**src/sv/assert_macros.svh**
```systemverilog
// Assertion helpers, included by the SELU core design file.
`ifndef ASSERT_MACROS_SVH
`define ASSERT_MACROS_SVH

// Checked on every clock edge outside of reset.
`define ASSERT_CLK(label, prop, msg) \
  label: assert property (@(posedge clk) disable iff (rst) prop) else $error(msg);

// Checked on every clock edge, reset included.
`define ASSERT_CLK_ALWAYS(label, prop, msg) \
  label: assert property (@(posedge clk) prop) else $error(msg);

`endif

```
**src/sv/selu_pkg.sv**
```systemverilog
`default_nettype none

package selu_pkg;

  // Field widths.
  localparam int X_W       = 24;
  localparam int CFG_W     = 20;
  localparam int OUT_W     = 32;
  localparam int FRAC_BITS = 16;

  // exp values are Q0.16 in [0, 1.0], so they need one extra bit.
  localparam int E_W    = FRAC_BITS + 1;
  localparam int PAIR_W = 2 * E_W;

  // The grid is nonzero only for integer parts below this power of two.
  localparam int GRID_INT_BITS = 4;
  localparam int SERIES_TERMS  = 24;

  // Datapath widths.
  localparam int P_W      = 2 * CFG_W;
  localparam int S_W      = P_W - FRAC_BITS;
  localparam int PE_W     = P_W + E_W;
  localparam int A_W      = PE_W - 2 * FRAC_BITS;
  localparam int DIFF_W   = A_W + 1;
  localparam int POSMUL_W = CFG_W + 1 + X_W;
  localparam int POSV_W   = POSMUL_W - FRAC_BITS;

  // Register reset values.
  localparam logic [CFG_W-1:0] ALPHA_RESET  = 20'd109660;
  localparam logic [CFG_W-1:0] LAMBDA_RESET = 20'd68859;

  // Configuration register indexes.
  localparam int CFG_IDX_W = 2;
  localparam logic [CFG_IDX_W-1:0] CFG_ALPHA  = 2'd0;
  localparam logic [CFG_IDX_W-1:0] CFG_LAMBDA = 2'd1;

  // Load enables of the five pipeline stages.
  typedef struct packed {
    logic s1;
    logic s2;
    logic s3;
    logic s4;
    logic s5;
  } pipe_en_t;

  // Shift-subtract division, used only while building the exp table.
  function automatic longint unsigned udiv64(input longint unsigned num,
                                             input longint unsigned den);
    longint unsigned quo;
    longint unsigned rem;
    quo = 0;
    rem = 0;
    for (int i = 63; i >= 0; i--) begin
      rem = {rem[62:0], num[i]};
      quo = quo << 1;
      if (rem >= den) begin
        rem = rem - den;
        quo = quo | 64'd1;
      end
    end
    return quo;
  endfunction

  // exp(-k / 2^b) in Q0.32 from a truncated Taylor sum in Q.40.
  function automatic longint unsigned exp_frac_q32(input int k, input int b);
    longint unsigned term;
    longint unsigned steps;
    longint sum;
    term  = 64'd1 << 40;
    steps = 64'd1 << b;
    sum   = longint'(term);
    for (int i = 1; i <= SERIES_TERMS; i++) begin
      term = udiv64(term * longint'(k), steps * longint'(i));
      if ((i & 1) != 0) begin
        sum = sum - longint'(term);
      end else begin
        sum = sum + longint'(term);
      end
    end
    if (sum < 0) begin
      sum = 0;
    end
    return (longint'(sum) + 64'd128) >> 8;
  endfunction

  // Grid point m: exp(-m / 2^b) in Q0.16.
  function automatic logic [E_W-1:0] grid_q16(input int m, input int b);
    int n;
    int k;
    longint unsigned g;
    longint unsigned e1;
    n = m >> b;
    k = m & ((1 << b) - 1);
    if (n >= (1 << GRID_INT_BITS)) begin
      return '0;
    end
    g  = exp_frac_q32(k, b);
    e1 = exp_frac_q32(1 << b, b);
    for (int i = 0; i < n; i++) begin
      g = (g * e1 + (64'd1 << 31)) >> 32;
    end
    return E_W'((g + (64'd1 << 15)) >> 16);
  endfunction

  // Both interpolation endpoints for segment m: upper half is point m + 1.
  function automatic logic [PAIR_W-1:0] grid_pair(input int m, input int b);
    return {grid_q16(m + 1, b), grid_q16(m, b)};
  endfunction

endpackage

`default_nettype wire

```
**src/sv/selu_interp.sv**
```systemverilog
`default_nettype none

// Linear interpolation between two grid points, registered.
module selu_interp #(
  parameter int EXP_TABLE_BITS = 6
) (
  input  wire logic                                            clk,
  input  wire selu_pkg::pipe_en_t                              en,
  input  wire logic [selu_pkg::E_W-1:0]                        t0,
  input  wire logic [selu_pkg::E_W-1:0]                        t1,
  input  wire logic [selu_pkg::FRAC_BITS-EXP_TABLE_BITS-1:0]   r,
  output logic [selu_pkg::E_W-1:0]                             e
);
  import selu_pkg::*;

  localparam int F_W   = FRAC_BITS - EXP_TABLE_BITS;
  localparam int SUM_W = E_W + F_W + 2;
  localparam logic [F_W:0]     W_FULL = (F_W + 1)'(1) << F_W;
  localparam logic [SUM_W-1:0] W_HALF = SUM_W'(1) << (F_W - 1);

  logic [F_W:0]     w_minus_r;
  logic [SUM_W-1:0] acc;

  // Weighted sum of the endpoints plus half a step for rounding.
  assign w_minus_r = W_FULL - (F_W + 1)'(r);
  assign acc = SUM_W'(t0 * w_minus_r) + SUM_W'(t1 * r) + W_HALF;

  always_ff @(posedge clk) begin
    if (en.s3) begin
      e <= acc[F_W +: E_W];
    end
  end

endmodule

`default_nettype wire

```
**config.mk**
```make
export PLATFORM = sky130hd
export DESIGN_NAME = selu_interp
export DESIGN_NICKNAME = d
export VERILOG_FILES = /design/src/sv/assert_macros.svh /design/src/sv/selu_pkg.sv /design/src/sv/selu_interp.sv
export SDC_FILE = /design/constraint.sdc
export NUM_CORES = 1
export LEC_CHECK = 0
export BUFFER_PORTS_ARGS = -buffer_cell sky130_fd_sc_hd__buf_4
export CAP_MARGIN = 0
export CORE_UTILIZATION = 60
export DETAILED_ROUTE_END_ITERATION = 7
export GPL_TIMING_DRIVEN = 0
export PLACE_DENSITY = 0.78
export SLEW_MARGIN = 10
export SYNTH_ARGS = -nofsm -noshare
export SYNTH_HDL_FRONTEND = slang
export SYNTH_SLANG_ARGS = --single-unit
```
**constraint.sdc**
```tcl
create_clock -name clk -period 9.2 [get_ports clk]
set_input_delay 0.46 -clock clk [delete_from_list [all_inputs] [get_ports clk]]
set_output_delay 0.46 -clock clk [all_outputs]
set_load 0.005 [all_outputs]
```
==> results by group <==
Status
  – Outcome: finished, final reports clean

Layout
  – Max FFs per register: 17
  – Share of cells above drive strength 1: ~5.0%
  – Post-layout util: 65.7%
  – Commonest cells after routing, fill and taps aside: 374 x inv_1, 299 x fa_1, 191 x nand2_1, 168 x and2_1, 114 x ha_1
  – Biggest register: e
  – Regs by FF count: e: 17 flops
  – Ant. Diodes: 0
  – Commonest non-fill, non-tap cell in the layout: inv_1
  – Layout area overhead: 6.21%
  – Post-layout nets: between 1500 and 2000

GRT
  – Initial antenna violation count: 0
  – Largest net degree at the start of global routing: 18
  – Wire length of the first global-routing pass: 45300 µm
  – GR Overflow Total: 0
  – All-Layer GR Usage: 29.0%
  – Number of global-route vias before repair: ~9500

Route
  – Drt pass-1 iters: 4
  – Routed wire length per instance: approximately 17 µm
  – Vias per std cell: between 5 and 6
  – Drt drc: 0
  – Final ANT Viol Nets: 0
  – Total number of vias: a little under 9000
  – Final WL: 27600 µm
  – DRT iter0 DRCs: 516

Placed design
  – Placer's final routability congestion estimate: between 0.8 and 0.9
  – Buffers on Ports: 42
  – DPL Wire Length: 24100 µm

CTS
  – CTS Buf Count: 3
  – Clock transition at path regs: ~0.05 ns
  – H-tree depth: 1
  – Clock Tree Root: clkbuf_16
  – CTS tree: yes
  – Clock Path Buffers: 2
  – Total clock sinks: 17
  – Cts hold-fix bufs: 0

Synthesis
  – Synth Instances: ~1300
  – Ys Warns: 0
  – Yosys cell types: 48
  – Ys flop type: edfxtp_1
  – Post-synth EDFFs: 17
  – Seq/Total Area, Yosys: around 4.2%
  – Synth Net Count: about 1800
  – Mean Syn Cell Area: just over 9 µm²
  – Synth async-reset ratio: 0%
  – Synthesized area: around 0.012 mm²
  – #FFs+latches synth: 17

STA
  – Final period util: a little over nine tenths
  – Tmin final: just under 9 ns
  – RSZ-0062 raised after global routing: false
  – Slew Limit Fails: 0
  – Tightest Pin Transition: around 1.0 ns
  – Final setup violation count: 0
  – Endpoints failing hold: 0
  – Max-Slew Margin vs Limit: between 30 and 40%
  – Fmax: 115 MHz

Floorplanning
  – Die area: between 0.02 and 0.025 mm²
  – Die Span Y: between 100 and 150 µm
  – Core footprint: 0.0197 mm²
  – Die X-Extent: approximately 140 µm
  – Ports: 67
  – Initial Utilization: approximately three fifths
  – Row cnt: 51

Hold path
  – Hold_sp: en[2]
  – Hold Path End: e[15]
  – Hold Path Depth: 1
  – Worst hold path class: in2reg

Critical path
  – Crit Path Class: in2reg
  – Worst path required time: between 9 and 10 ns
  – Arrival time at the worst endpoint: roughly 8.7 ns
  – Kind of end point of the critical path: register
  – Setup crit start kind: primary input
  – Crit Path Max Fanout: 10

Job
  – Max_cap viols: 0
[layout make-up]
| class | count | area [µm²] |
|---|---|---|
| multi-input combinational | 889 | 10100 |
| fill | 1615 | 6760 |
| inverter | 374 | 1400 |
| sequential | 17 | 510 |
| tap | 265 | 332 |
| timing repair buffer | 42 | 315 |
| buffer | 67 | 268 |
| clock buffer | 4 | 78.8 |
[metal layers]
metal / vias up / wire [µm] / track usage [%] / part of all wire [%]
met4: 0 / 1340 / 13.6 / 4.8
met3: 86 / 1480 / 2.55 / 5.4
met1: 4563 / 10200 / 35.7 / 37
met5: - / 0 / 0 / 0
li1: 3922 / - / - / -
met2: 311 / 14600 / 51.5 / 53
[cells by family after synthesis]
| kind of cell | after synthesis | synth area share [%] |
|---|---|---|
| buffers and inverters | 441 | 13.7 |
| adder cells (fa/ha/maj) | 413 | 60.7 |
| AND/OR/NAND/NOR | 402 | 16.6 |
| AO/OA/AOI/OAI | 44 | 2.66 |
| XOR/XNOR | 30 | 2.15 |
| flip-flops | 17 | 4.18 |
[critical path, cell delays in order]
cell	delay, ns
clkbuf_8	0.14
clkbuf_1	0.33
inv_1	0.15
ha_1	0.22
nor3b_1	0.38
nand2_1	0.23
xor2_2	0.44
clkbuf_1	0.46
and2_1	0.22
fa_1	0.44
fa_1	0.51
inv_1	0.05
fa_1	0.49
inv_1	0.06
fa_1	0.49
fa_1	0.51
fa_1	0.50
inv_1	0.05
fa_1	0.48
inv_1	0.04
ha_1	0.30
a21o_1	0.22
a211o_2	0.33
a21oi_1	0.26
a211oi_2	0.16
o31a_2	0.42
a311oi_2	0.27
xnor2_1	0.10
[cells in the mapped netlist, drive strengths merged (2+ instances only)]
cell	n	area share, %
nand2b	3	0.15
ha	114	12
edfxtp	17	4.2
and3	2	0.11
nand2	191	5.9
and2	174	9.0
a311oi	2	0.19
buf	3	0.12
inv	374	12
nor2b	3	0.15
o21a	2	0.12
a211oi	4	0.29
or2	2	0.10
a21oi	11	0.45
xor2	7	0.50
nand3	5	0.21
xnor2	23	1.7
o21ai	5	0.21
or4	2	0.12
a21o	8	0.49
nor2	9	0.28
clkbuf	64	2.1
fa	299	49
nor3	4	0.16
a21bo	2	0.16
nor4	2	0.10
[timing repair]
action,CTS,global route
setup endpoints to repair,0,5
setup buffers,0,0
resized for setup,0,8
[stage by stage]
stage | cell area, µm² | setup WS [ns] | TNS (ns) | hold WS, ns | std cells
after floorplan | 12200 | 1.39 | 0 | 0.572 | 1347
after global placement | 12900 | 0.0530 | 0 | 0.840 | 1654
after detailed placement | 12900 | -0.0951 | -0.125 | 0.849 | 1654
after CTS | 12900 | 0.163 | 0 | 0.593 | 1658
after global routing | 13000 | 0.0622 | 0 | 0.597 | 1658
final | 13000 | 0.466 | 0 | 0.591 | 1658
[how the worst max path moves through the flow]
stage / from / end / slack [ns] / cells past startpoint
after floorplan: r[1] / e[16] / 1.39 / 28
after global placement: r[1] / e[16] / 0.05 / 30
after detailed placement: r[1] / e[16] / -0.1 / 30
after CTS: r[1] / e[16] / 0.16 / 30
after global routing: r[1] / e[16] / 0.06 / 28
final: r[0] / e[16] / 0.47 / 28
Power is not shown: default switching activity piles up to over one toggle a cycle in this logic, so the estimate is an artifact.
